<file path="src/rtl/tmcc_pkg.sv">
// tmcc_pkg: beat types, command codes and constants for the timed motor command controller
// no dependencies; used by every module of the block

package tmcc_pkg;

    typedef struct packed {
        logic       operation;
        logic [7:0] rx_byte;
        logic       menu_button;
        logic       adjust_button;
    } t_in_item;

    typedef struct packed {
        logic       main_right_on;
        logic       main_left_on;
        logic [2:0] secondary_enables;
        logic [9:0] duty_word;
        logic [2:0] menu_mode;
        logic       accepting;
    } t_out_item;

    // operation codes
    localparam logic OP_BYTE = 1'b0;
    localparam logic OP_TICK = 1'b1;

    // serial command bytes
    localparam logic [7:0] CMD_CIRCLE = 8'h43;
    localparam logic [7:0] CMD_RIGHT  = 8'h52;
    localparam logic [7:0] CMD_LEFT   = 8'h4C;
    localparam logic [7:0] CMD_STOP   = 8'h54;

    // settings slots
    localparam int SET_MAIN_DUTY = 0;
    localparam int SET_MAIN_TIME = 1;
    localparam int SET_SEC_DUTY  = 2;
    localparam int SET_SEC_TIME  = 3;
    localparam int NUM_SETTINGS  = 4;

    localparam logic [7:0] SET_RESET [NUM_SETTINGS] = '{8'h78, 8'd14, 8'h78, 8'd50};

    localparam logic [6:0] IDLE_LIMIT = 7'd100;
    localparam logic [6:0] IDLE_SAT   = 7'd101;
    localparam logic [7:0] DUTY_MAX   = 8'd100;
    localparam logic [9:0] DUTY_RESET = 10'd500;

    localparam logic [2:0] MODE_RUN  = 3'd0;
    localparam logic [2:0] MODE_LAST = 3'd4;

    localparam logic [1:0] SEL_FIRST = 2'd1;
    localparam logic [1:0] SEL_LAST  = 2'd3;

    // setting times ten, kept to 10 bits
    function automatic logic [9:0] duty_of(input logic [7:0] setting);
        logic [11:0] prod;
        prod = {1'b0, setting, 3'b000} + {3'b000, setting, 1'b0};
        return prod[9:0];
    endfunction

endpackage

</file>
<file path="src/rtl/tmcc_in_reg.sv">
// tmcc_in_reg: input register for command and tick beats
// depends on tmcc_pkg for the input beat type

module tmcc_in_reg (
    input  logic              i_clk,
    input  logic              i_rst_n,
    input  logic              i_in_valid,
    input  tmcc_pkg::t_in_item i_in_data,
    input  logic              i_advance,
    output logic              o_in_stall,
    output logic              o_item_valid,
    output tmcc_pkg::t_in_item o_item
);

    logic               r_valid;
    tmcc_pkg::t_in_item r_item;

    // slot frees up when it is empty or its beat moves on this cycle
    assign o_in_stall = r_valid && !i_advance;

    always_ff @(posedge i_clk) begin
        if (!i_rst_n) begin
            r_valid <= 1'b0;
        end else if (!o_in_stall) begin
            r_valid <= i_in_valid;
        end
    end

    always_ff @(posedge i_clk) begin
        if (!o_in_stall && i_in_valid) begin
            r_item <= i_in_data;
        end
    end

    assign o_item_valid = r_valid;
    assign o_item       = r_item;

endmodule

</file>
<file path="src/rtl/tmcc_core.sv">
// tmcc_core: controller state and its single-pass update for one beat
// depends on tmcc_pkg for beat types, command codes and the duty function

module tmcc_core (
    input  logic               i_clk,
    input  logic               i_rst_n,
    input  logic               i_fire,
    input  tmcc_pkg::t_in_item  i_item,
    output tmcc_pkg::t_out_item o_result
);

    logic [1:0]  r_sel,  n_sel;
    logic [7:0]  r_run_len, n_run_len;
    logic [15:0] r_run_ticks, n_run_ticks;
    logic        r_running, n_running;
    logic [2:0]  r_mode, n_mode;
    logic [6:0]  r_idle, n_idle;
    logic [7:0]  r_work  [tmcc_pkg::NUM_SETTINGS];
    logic [7:0]  n_work  [tmcc_pkg::NUM_SETTINGS];
    logic [7:0]  r_saved [tmcc_pkg::NUM_SETTINGS];
    logic [7:0]  n_saved [tmcc_pkg::NUM_SETTINGS];
    logic [4:0]  r_lines, n_lines;
    logic [9:0]  r_duty, n_duty;

    logic [2:0]  sec_onehot;
    logic [7:0]  step_val;

    always_comb begin
        case (r_sel)
            2'd1:    sec_onehot = 3'b001;
            2'd2:    sec_onehot = 3'b010;
            2'd3:    sec_onehot = 3'b100;
            default: sec_onehot = 3'b000;
        endcase
    end

    always_comb begin
        n_sel       = r_sel;
        n_run_len   = r_run_len;
        n_run_ticks = r_run_ticks;
        n_running   = r_running;
        n_mode      = r_mode;
        n_idle      = r_idle;
        n_work      = r_work;
        n_saved     = r_saved;
        n_lines     = r_lines;
        n_duty      = r_duty;
        step_val    = 8'd0;

        if (i_item.operation == tmcc_pkg::OP_BYTE) begin
            if (!r_running) begin
                case (i_item.rx_byte)
                    tmcc_pkg::CMD_CIRCLE: begin
                        n_lines     = {sec_onehot, 2'b00};
                        n_duty      = tmcc_pkg::duty_of(r_work[tmcc_pkg::SET_SEC_DUTY]);
                        n_run_len   = r_work[tmcc_pkg::SET_SEC_TIME];
                        n_run_ticks = 16'd0;
                        n_running   = 1'b1;
                    end
                    tmcc_pkg::CMD_RIGHT: begin
                        n_lines     = 5'b00001;
                        n_duty      = tmcc_pkg::duty_of(r_work[tmcc_pkg::SET_MAIN_DUTY]);
                        n_run_len   = r_work[tmcc_pkg::SET_MAIN_TIME];
                        n_run_ticks = 16'd0;
                        n_running   = 1'b1;
                        n_sel       = (r_sel >= tmcc_pkg::SEL_LAST) ? tmcc_pkg::SEL_FIRST
                                                                    : r_sel + 2'd1;
                    end
                    tmcc_pkg::CMD_LEFT: begin
                        n_lines     = 5'b00010;
                        n_duty      = tmcc_pkg::duty_of(r_work[tmcc_pkg::SET_MAIN_DUTY]);
                        n_run_len   = r_work[tmcc_pkg::SET_MAIN_TIME];
                        n_run_ticks = 16'd0;
                        n_running   = 1'b1;
                        n_sel       = (r_sel <= tmcc_pkg::SEL_FIRST) ? tmcc_pkg::SEL_LAST
                                                                     : r_sel - 2'd1;
                    end
                    tmcc_pkg::CMD_STOP: begin
                        n_lines = 5'b00000;
                    end
                    default: begin
                        n_lines = r_lines;
                    end
                endcase
            end
        end else begin
            n_idle      = (r_idle < tmcc_pkg::IDLE_SAT) ? r_idle + 7'd1 : r_idle;
            n_run_ticks = r_run_ticks + 16'd1;

            if (i_item.menu_button) begin
                n_idle = 7'd0;
                if (r_mode == tmcc_pkg::MODE_LAST) begin
                    // leaving the last setting saves them all
                    n_saved = r_work;
                    n_mode  = tmcc_pkg::MODE_RUN;
                end else if (r_mode > tmcc_pkg::MODE_LAST) begin
                    n_mode = tmcc_pkg::MODE_RUN;
                end else begin
                    n_mode = r_mode + 3'd1;
                end
            end else if (i_item.adjust_button) begin
                n_idle = 7'd0;
                for (int k = 0; k < tmcc_pkg::NUM_SETTINGS; k++) begin
                    if (r_mode == 3'(k + 1)) begin
                        if (k[0] == 1'b0) begin
                            // duty settings wrap to zero past the maximum
                            step_val = (r_work[k] >= tmcc_pkg::DUTY_MAX) ? 8'd0
                                                                         : r_work[k] + 8'd1;
                            n_duty   = tmcc_pkg::duty_of(step_val);
                        end else begin
                            step_val = r_work[k] + 8'd1;
                        end
                        n_work[k] = step_val;
                    end
                end
            end

            if (n_idle == tmcc_pkg::IDLE_LIMIT && n_mode != tmcc_pkg::MODE_RUN) begin
                n_mode = tmcc_pkg::MODE_RUN;
                n_idle = 7'd0;
                n_work = r_saved;
            end

            if (r_running && n_run_ticks == {8'd0, r_run_len}) begin
                n_run_ticks = 16'd0;
                n_lines     = 5'b00000;
                n_running   = 1'b0;
            end
        end
    end

    always_ff @(posedge i_clk) begin
        if (!i_rst_n) begin
            r_sel       <= tmcc_pkg::SEL_FIRST;
            r_run_len   <= 8'd0;
            r_run_ticks <= 16'd0;
            r_running   <= 1'b0;
            r_mode      <= tmcc_pkg::MODE_RUN;
            r_idle      <= 7'd0;
            r_work      <= tmcc_pkg::SET_RESET;
            r_saved     <= tmcc_pkg::SET_RESET;
            r_lines     <= 5'b00000;
            r_duty      <= tmcc_pkg::DUTY_RESET;
        end else if (i_fire) begin
            r_sel       <= n_sel;
            r_run_len   <= n_run_len;
            r_run_ticks <= n_run_ticks;
            r_running   <= n_running;
            r_mode      <= n_mode;
            r_idle      <= n_idle;
            r_work      <= n_work;
            r_saved     <= n_saved;
            r_lines     <= n_lines;
            r_duty      <= n_duty;
        end
    end

    always_comb begin
        o_result.main_right_on     = n_lines[0];
        o_result.main_left_on      = n_lines[1];
        o_result.secondary_enables = n_lines[4:2];
        o_result.duty_word         = n_duty;
        o_result.menu_mode         = n_mode;
        o_result.accepting         = !n_running;
    end

endmodule

</file>
<file path="src/rtl/tmcc_out_reg.sv">
// tmcc_out_reg: result register that holds a beat until the consumer takes it
// depends on tmcc_pkg for the result beat type

module tmcc_out_reg (
    input  logic               i_clk,
    input  logic               i_rst_n,
    input  logic               i_fire,
    input  tmcc_pkg::t_out_item i_result,
    input  logic               i_out_stall,
    output logic               o_advance,
    output logic               o_out_valid,
    output tmcc_pkg::t_out_item o_out_data
);

    logic                r_valid;
    tmcc_pkg::t_out_item r_data;

    // room for a new result when empty or when the held one leaves now
    assign o_advance = !r_valid || !i_out_stall;

    always_ff @(posedge i_clk) begin
        if (!i_rst_n) begin
            r_valid <= 1'b0;
        end else if (o_advance) begin
            r_valid <= i_fire;
        end
    end

    always_ff @(posedge i_clk) begin
        if (i_fire) begin
            r_data <= i_result;
        end
    end

    assign o_out_valid = r_valid;
    assign o_out_data  = r_data;

endmodule

</file>
<file path="src/rtl/timed_motor_command_controller.sv">
// timed_motor_command_controller: top level of the serial and tick driven motor controller
// depends on tmcc_pkg, tmcc_in_reg, tmcc_core and tmcc_out_reg
//
//  channel | direction | handshake                | payload
//  --------+-----------+--------------------------+------------------------
//  in      | input     | i_in_valid / o_in_stall  | i_in_data  (t_in_item)
//  out     | output    | o_out_valid / i_out_stall| o_out_data (t_out_item)
//
// an accepted beat waits in the input register until the result register has room, then
// the state update and the result load happen together at one edge, and the result stays
// in the result register until the consumer takes it
// one beat per cycle is sustained while the output does not stall
// reset is synchronous and active low and clears all state but the two data registers
// a stalled output holds the result register; the input register fills and then stalls

module timed_motor_command_controller (
    input  logic                i_clk,
    input  logic                i_rst_n,
    input  logic                i_in_valid,
    output logic                o_in_stall,
    input  tmcc_pkg::t_in_item  i_in_data,
    output logic                o_out_valid,
    input  logic                i_out_stall,
    output tmcc_pkg::t_out_item o_out_data
);

    logic                advance;
    logic                item_valid;
    logic                fire;
    tmcc_pkg::t_in_item  item;
    tmcc_pkg::t_out_item result;

    assign fire = item_valid && advance;

    tmcc_in_reg u_in_reg (
        .i_clk        (i_clk),
        .i_rst_n      (i_rst_n),
        .i_in_valid   (i_in_valid),
        .i_in_data    (i_in_data),
        .i_advance    (advance),
        .o_in_stall   (o_in_stall),
        .o_item_valid (item_valid),
        .o_item       (item)
    );

    tmcc_core u_core (
        .i_clk    (i_clk),
        .i_rst_n  (i_rst_n),
        .i_fire   (fire),
        .i_item   (item),
        .o_result (result)
    );

    tmcc_out_reg u_out_reg (
        .i_clk       (i_clk),
        .i_rst_n     (i_rst_n),
        .i_fire      (fire),
        .i_result    (result),
        .i_out_stall (i_out_stall),
        .o_advance   (advance),
        .o_out_valid (o_out_valid),
        .o_out_data  (o_out_data)
    );

    // at most one secondary motor is driven
    a_sec_onehot: assert property (@(posedge i_clk) disable iff (!i_rst_n)
        o_out_valid |-> $onehot0(o_out_data.secondary_enables))
        else $error("more than one secondary motor enabled");

    // main motor never driven both ways
    a_main_dir: assert property (@(posedge i_clk) disable iff (!i_rst_n)
        o_out_valid |-> !(o_out_data.main_right_on && o_out_data.main_left_on))
        else $error("main motor driven right and left");

    // motors only run during a timed run
    a_idle_off: assert property (@(posedge i_clk) disable iff (!i_rst_n)
        (o_out_valid && o_out_data.accepting) |->
            (!o_out_data.main_right_on && !o_out_data.main_left_on &&
             o_out_data.secondary_enables == 3'b000))
        else $error("motor on while accepting commands");

    // menu mode stays within the settings
    a_mode_range: assert property (@(posedge i_clk) disable iff (!i_rst_n)
        o_out_valid |-> (o_out_data.menu_mode <= tmcc_pkg::MODE_LAST))
        else $error("menu mode out of range");

endmodule
</file>
<file path="config.mk">
export PLATFORM = sky130hd
export DESIGN_NAME = timed_motor_command_controller
export DESIGN_NICKNAME = d
export VERILOG_FILES = /design/src/rtl/tmcc_pkg.sv /design/src/rtl/tmcc_in_reg.sv /design/src/rtl/tmcc_core.sv /design/src/rtl/tmcc_out_reg.sv /design/src/rtl/timed_motor_command_controller.sv
export SDC_FILE = /design/constraint.sdc
export NUM_CORES = 1
export LEC_CHECK = 0
export BUFFER_PORTS_ARGS = -buffer_cell sky130_fd_sc_hd__buf_2
export CAP_MARGIN = 20
export CELL_PAD_IN_SITES_DETAIL_PLACEMENT = 0
export CELL_PAD_IN_SITES_GLOBAL_PLACEMENT = 1
export CORE_MARGIN = 4
export CORE_UTILIZATION = 48
export CTS_BUF_LIST = sky130_fd_sc_hd__clkbuf_4 sky130_fd_sc_hd__clkbuf_8 sky130_fd_sc_hd__clkbuf_16
export DETAILED_ROUTE_END_ITERATION = 16
export GPL_TIMING_DRIVEN = 1
export PLACE_DENSITY_LB_ADDON = 0.1
export SYNTH_ARGS = -nofsm -noshare
export SYNTH_HDL_FRONTEND = slang
export SYNTH_SLANG_ARGS = --single-unit
</file>
<file path="constraint.sdc">
create_clock -name i_clk -period 4.5 [get_ports i_clk]
set_input_delay 0.675 -clock i_clk [delete_from_list [all_inputs] [get_ports i_clk]]
set_output_delay 0.675 -clock i_clk [all_outputs]
set_load 0.02 [all_outputs]
</file>
### After elaboration in Yosys (flattened, before gate mapping)

Cells that the tools add are included.

| storage, ports and cells | value |
|---|---|
| bits in registers | 148 |
| input port bits | 15 |
| output and inout bits | 21 |
| word-level logic and storage cells | 139 |

| cells by class | value |
|---|---|
| add/subtract/negate cells | 13 |
| magnitude comparators | 6 |
| eq/ne operators | 15 |
| muxes and demuxes | 44 |
| bitwise operators | 2 |
| reduce and logical (&&, ||, !) cells | 31 |

Operators by type and width:

| operator | number |
|---|---|
| $mux 32 | 3 |
| $mux 16 | 4 |
| $mux 10 | 6 |
| $mux 8 | 6 |
| $add 10x9->10 | 4 |
| $mux 7 | 5 |
| $add 8x1->8 const B | 4 |
| $eq 8x7->1 const B | 4 |
| $pmux 10 s2 | 1 |
| $pmux 5 s4 | 1 |
| $reduce_and 5->1 | 4 |
| $mux 3 | 6 |
| $add 16x1->16 const B | 1 |
| $eq 16x8->1 | 1 |
| $ge 8x7->1 const B | 2 |
| $pmux 8 s2 | 1 |
| $reduce_bool 2->1 | 8 |
| $mux 5 | 3 |
| $reduce_and 4->1 | 3 |
| $pmux 3 s3 | 1 |
| $add 7x1->7 const B | 1 |
| $eq 7x7->1 const B | 1 |
| $lt 7x7->1 const B | 1 |
| $eq 3x2->1 const B | 2 |
| 24 further kinds | 38 |

### Longest topological paths before layout

| logic depth | value |
|---|---|
| depth after elaboration | 9 |
| gate-level depth with buffers | 14 |
| gate-level depth less buffers | 12 |

### Cells and area by module

From an unflattened synthesis, not the netlist that was laid out.

| second synthesis, totals | value |
|---|---|
| cell total of the unflattened synthesis | 1056 |
| area, all modules | 8658.3 um^2 |

By module, submodules not included:

| module | instances | cells an instance | area an instance (um^2) | sequential area each (um^2) |
|---|---|---|---|---|
| tmcc_core | 1 | 1017 | 7668.6 | 2322.2 |
| tmcc_out_reg | 1 | 23 | 605.6 | 590.6 |
| tmcc_in_reg | 1 | 15 | 377.9 | 350.3 |
| timed_motor_command_controller | 1 | 1 | 6.3 | 0.0 |

### Least setup slack after synthesis

No wires, ideal clock.

| timing path | value |
|---|---|
| path type | register to register |
| start point | reg u_core.r_work[28] in the netlist's numbering |
| end point | reg u_out_reg.r_data (netlist bit u_out_reg.o_out_data[13]), data pin |
| library setup time | 0.264 ns |
| arrival time | 2.971 ns |
| required time | 4.236 ns |
| slack | 1.265 ns |
| stages on the path, launching flop included | 15 |
| path buffers | 2 |
| period minus slack after synthesis | 3.235 ns |
| cells stage by stage | dfxtp_1 -> clkbuf_1 -> o311ai_1 -> nand2b_1 -> clkbuf_1 -> nor2_1 -> ha_1 -> fa_1 -> a21o_1 -> nand2_1 -> a221o_1 -> o31ai_1 -> xor2_1 -> a221oi_1 -> nand2_1 |

RTL lines:

| item | line | RTL |
|---|---|---|
| start, declared | tmcc_core.sv:18 | `logic [7:0] r_work [tmcc_pkg::NUM_SETTINGS];` |
| start signal, assigned | tmcc_core.sv:140 | `r_work <= tmcc_pkg::SET_RESET;` |
| start signal, assigned | tmcc_core.sv:151 | `r_work <= n_work;` |
| end signal, assigned | tmcc_out_reg.sv:31 | `r_data <= i_result;` |
| end, declared | tmcc_out_reg.sv:16 | `tmcc_pkg::t_out_item r_data;` |

==> out/results.txt <==
Antenna viol nets, final = 0
Synth Area in Compound Gates = 0.251
Synthesized net count = 1106
Commonest non-fill, non-tap cell in the layout = nand2_1
Residual DRC count = 0
Final Hold Fails = 0
WL/cell = 19.0 microns
Number of synthesized register bits = 148
CP max FO = 12
Mux cell area share after synthesis = 0.00709
Unrepaired setup endpoints after global routing = no
CTS clk-pin slew, worst paths = 0.07 ns
Worst slack, placed = 0.925 ns
EDFF count, synth = 30
CTS tree = done
Required time worst endpoint = 4.66 ns
Post-synthesis sequential area ratio = 0.370
Simple-gate share of the synthesized area = 0.221
Post-Synth XOR/XNOR Area = 0.0397
Top cell type's share of synthesized area = 0.268
Arrival time worst endpoint = 3.82 ns
Leakage = 3.62 nW
Max clock buf depth = 2
Post-CTS Resized = 0
CTS root buf = clkbuf_16
Fin Setup TNS = 0 ns
Status = finished, final reports clean
Synth Area per Inst = 8.42 sq um
Max-cap violations = 0
IO Port Bufs = 35
Setup Buffers After CTS = 0
Latest clock arrival within the worst-skew pair = 0.43 ns
Top_reg_cell synth = dfxtp_1
Post-route clock period utilization = 0.813
Core area = 18000 sq um
Clk_skew = 0.0143 ns
Total Wirelength = 24500 microns
Fraction of layout instances using a drive strength above 1 = 0.112
Area share of fa/ha/maj cells after synthesis = 0.0629
Kind of critical path = register to register
Vias = 7902
Starting Density = 0.490
Synth Instances = 1049
Fin Hold WS = 0.421 ns
Power per cell area = 324 nW/um^2
Area contributors post-synth = dfxtp_1 27%, edfxtp_1 10%, nand2_1 6.2%, ha_1 5.4%, a21oi_1 4.4%
Post-placement cell area = 9100 sq um
Origin of the worst setup path = u_core.r_work[26]
Top cell type by total area after synthesis = dfxtp_1
Setup crit end kind = register
Hold_buf cts = 0
Placed insts = 1258
Antenna cells = 0
Post-route non-filler standard cell count = 1290
Mapped Area = 8830 sq um
Drt pass-1 iters = 5
Largest net degree at the start of global routing = 50
CP Launch Type = register
Iter 0 DRT Violations = 649
Synthesis-to-layout area growth = 10.3%
Initial antenna violation count = 0
Vias per cell = 6.13
Largest family of logic cells by synthesized area = compound AO/OA/AOI/OAI gates
CTS sink count = 148
Rel. slew slack = 0.347
Num CTS Buffers = 17
Hold WC Path Type = primary input to register
Finished Cell Area = 9730 sq um
Row count = 49
Vias in the first global route = 7281
First-pass GRT wire length = 39500 microns
Final HPWL DP = 16900 microns
RR Startpoint = u_core.r_work[26]
Final min period = 3.66 ns
Worst Max-Slew Pin Slew = 0.977 ns
Count of different cell masters after synthesis = 88
Hold Startpoint = i_in_data[4]
Final setup margin = 0.842 ns
Yosys warns = 0
Worst IR Drop VDD = 287 uV
Htree depth = 4
Routability cong. = 0.868
IO Pins = 36
Fraction of registers with async set/reset = 0
Max-slew violations = 0
Die extent in y = 144 microns
Die Area = 20600 sq um
Most frequent cells in the layout = 145 x nand2_1, 118 x dfxtp_1, 84 x nor2_1
Die W = 144 microns
Total Routing Usage GR = 0.240
Highest clock rate = 273 MHz
Setup violators final = 0
Nets = 1105
Grt total ovfl = 0
sequential cells by signal (all words and copies together), names as in the netlist:
signal                 cells
u_core.r_duty             10
u_in_reg.o_item_valid      1
u_core.r_lines             5
u_core.r_work             32
u_core.r_run_ticks        16
u_out_reg.o_out_valid      1
u_core.r_run_len           8
u_out_reg.o_out_data      19
u_core.r_sel               2
u_core.r_idle              7
u_core.r_saved            32
u_core.r_mode              3
u_core.r_running           1
u_in_reg.o_item           11
report_power, final:
group	switching (mW)	internal (mW)	total, mW
Clock	0.564	0.959	1.52
Combinational	0.149	0.0741	0.223
Sequential	0.0257	1.38	1.41
Total	0.739	2.41	3.15
synth_stat cells, types with 9 or more instances:
library cell / number
a32oi_1: 9
ha_1: 38
nand4_1: 21
nand2b_1: 10
o22ai_1: 14
nor3_1: 12
nand2_1: 145
edfxtp_1: 30
a211oi_1: 13
a31oi_1: 26
buf_2: 13
nor2_1: 85
and3_1: 14
o211ai_1: 13
a22oi_1: 10
xnor2_1: 28
a21oi_1: 78
nor2b_1: 10
xor2_1: 12
dfxtp_1: 118
inv_1: 31
o221a_2: 9
o21ai_0: 40
nand3_1: 53
and2_1: 10
clkbuf_1: 48
metrics by stage:
step / total power [mW] / util
global placement: 1.66 / 0.505
floorplan: 1.59 / -
CTS: 3.17 / 0.540
detailed placement: 1.66 / 0.505
finish: 3.15 / 0.540
global route: 3.25 / 0.540
worst paths after layout:
path                                    to  slack (ns)  depth (start not counted)
setup / recovery  u_out_reg.o_out_data[13]        0.84                         12
hold / removal          u_in_reg.o_item[4]        0.42                          1
setup reg to reg  u_out_reg.o_out_data[13]        0.84                         12
hold reg to reg         u_core.r_saved[22]        0.46                          2
worst max-delay path: stages (launching register included):
cell and delay, ns:
dfxtp_1 0.45, o311ai_1 0.39, nand2b_1 0.29, nor2_1 0.34
ha_1 0.24, fa_1 0.21, a21o_1 0.15, nand2_1 0.06
a221o_1 0.39, o31ai_1 0.29, xor2_1 0.10, a221oi_1 0.36
nand2_1 0.11
layout make-up:
class / count / area [sq um]
clock buffer: 24 / 508
clock inverter: 8 / 123
fill: 1758 / 8290
inverter: 31 / 116
multi-input combinational: 799 / 5140
sequential: 148 / 3260
tap: 229 / 287
timing repair buffer: 51 / 295
routing by layer:
| metal | part of all wire | track usage | up-vias |
|---|---|---|---|
| li1 | - | - | 3880 |
| met1 | 0.49 | 0.345 | 3803 |
| met2 | 0.44 | 0.366 | 191 |
| met3 | 0.052 | 0.0496 | 28 |
| met4 | 0.014 | 0.0689 | 0 |
| met5 | 0 | 0 | - |
cells by family (layout without fill, tap and decap cells):
kind of cell             Yosys count  in the layout
AO/OA/AOI/OAI                    309            309
adder cells (fa/ha/maj)           42             42
flip-flops                       148            148
XOR/XNOR                          40             40
multiplexers                       6              6
buffers and inverters            102            114
other                              1              1
AND/OR/NAND/NOR                  401            401
Power figures use the tool's default switching activity.
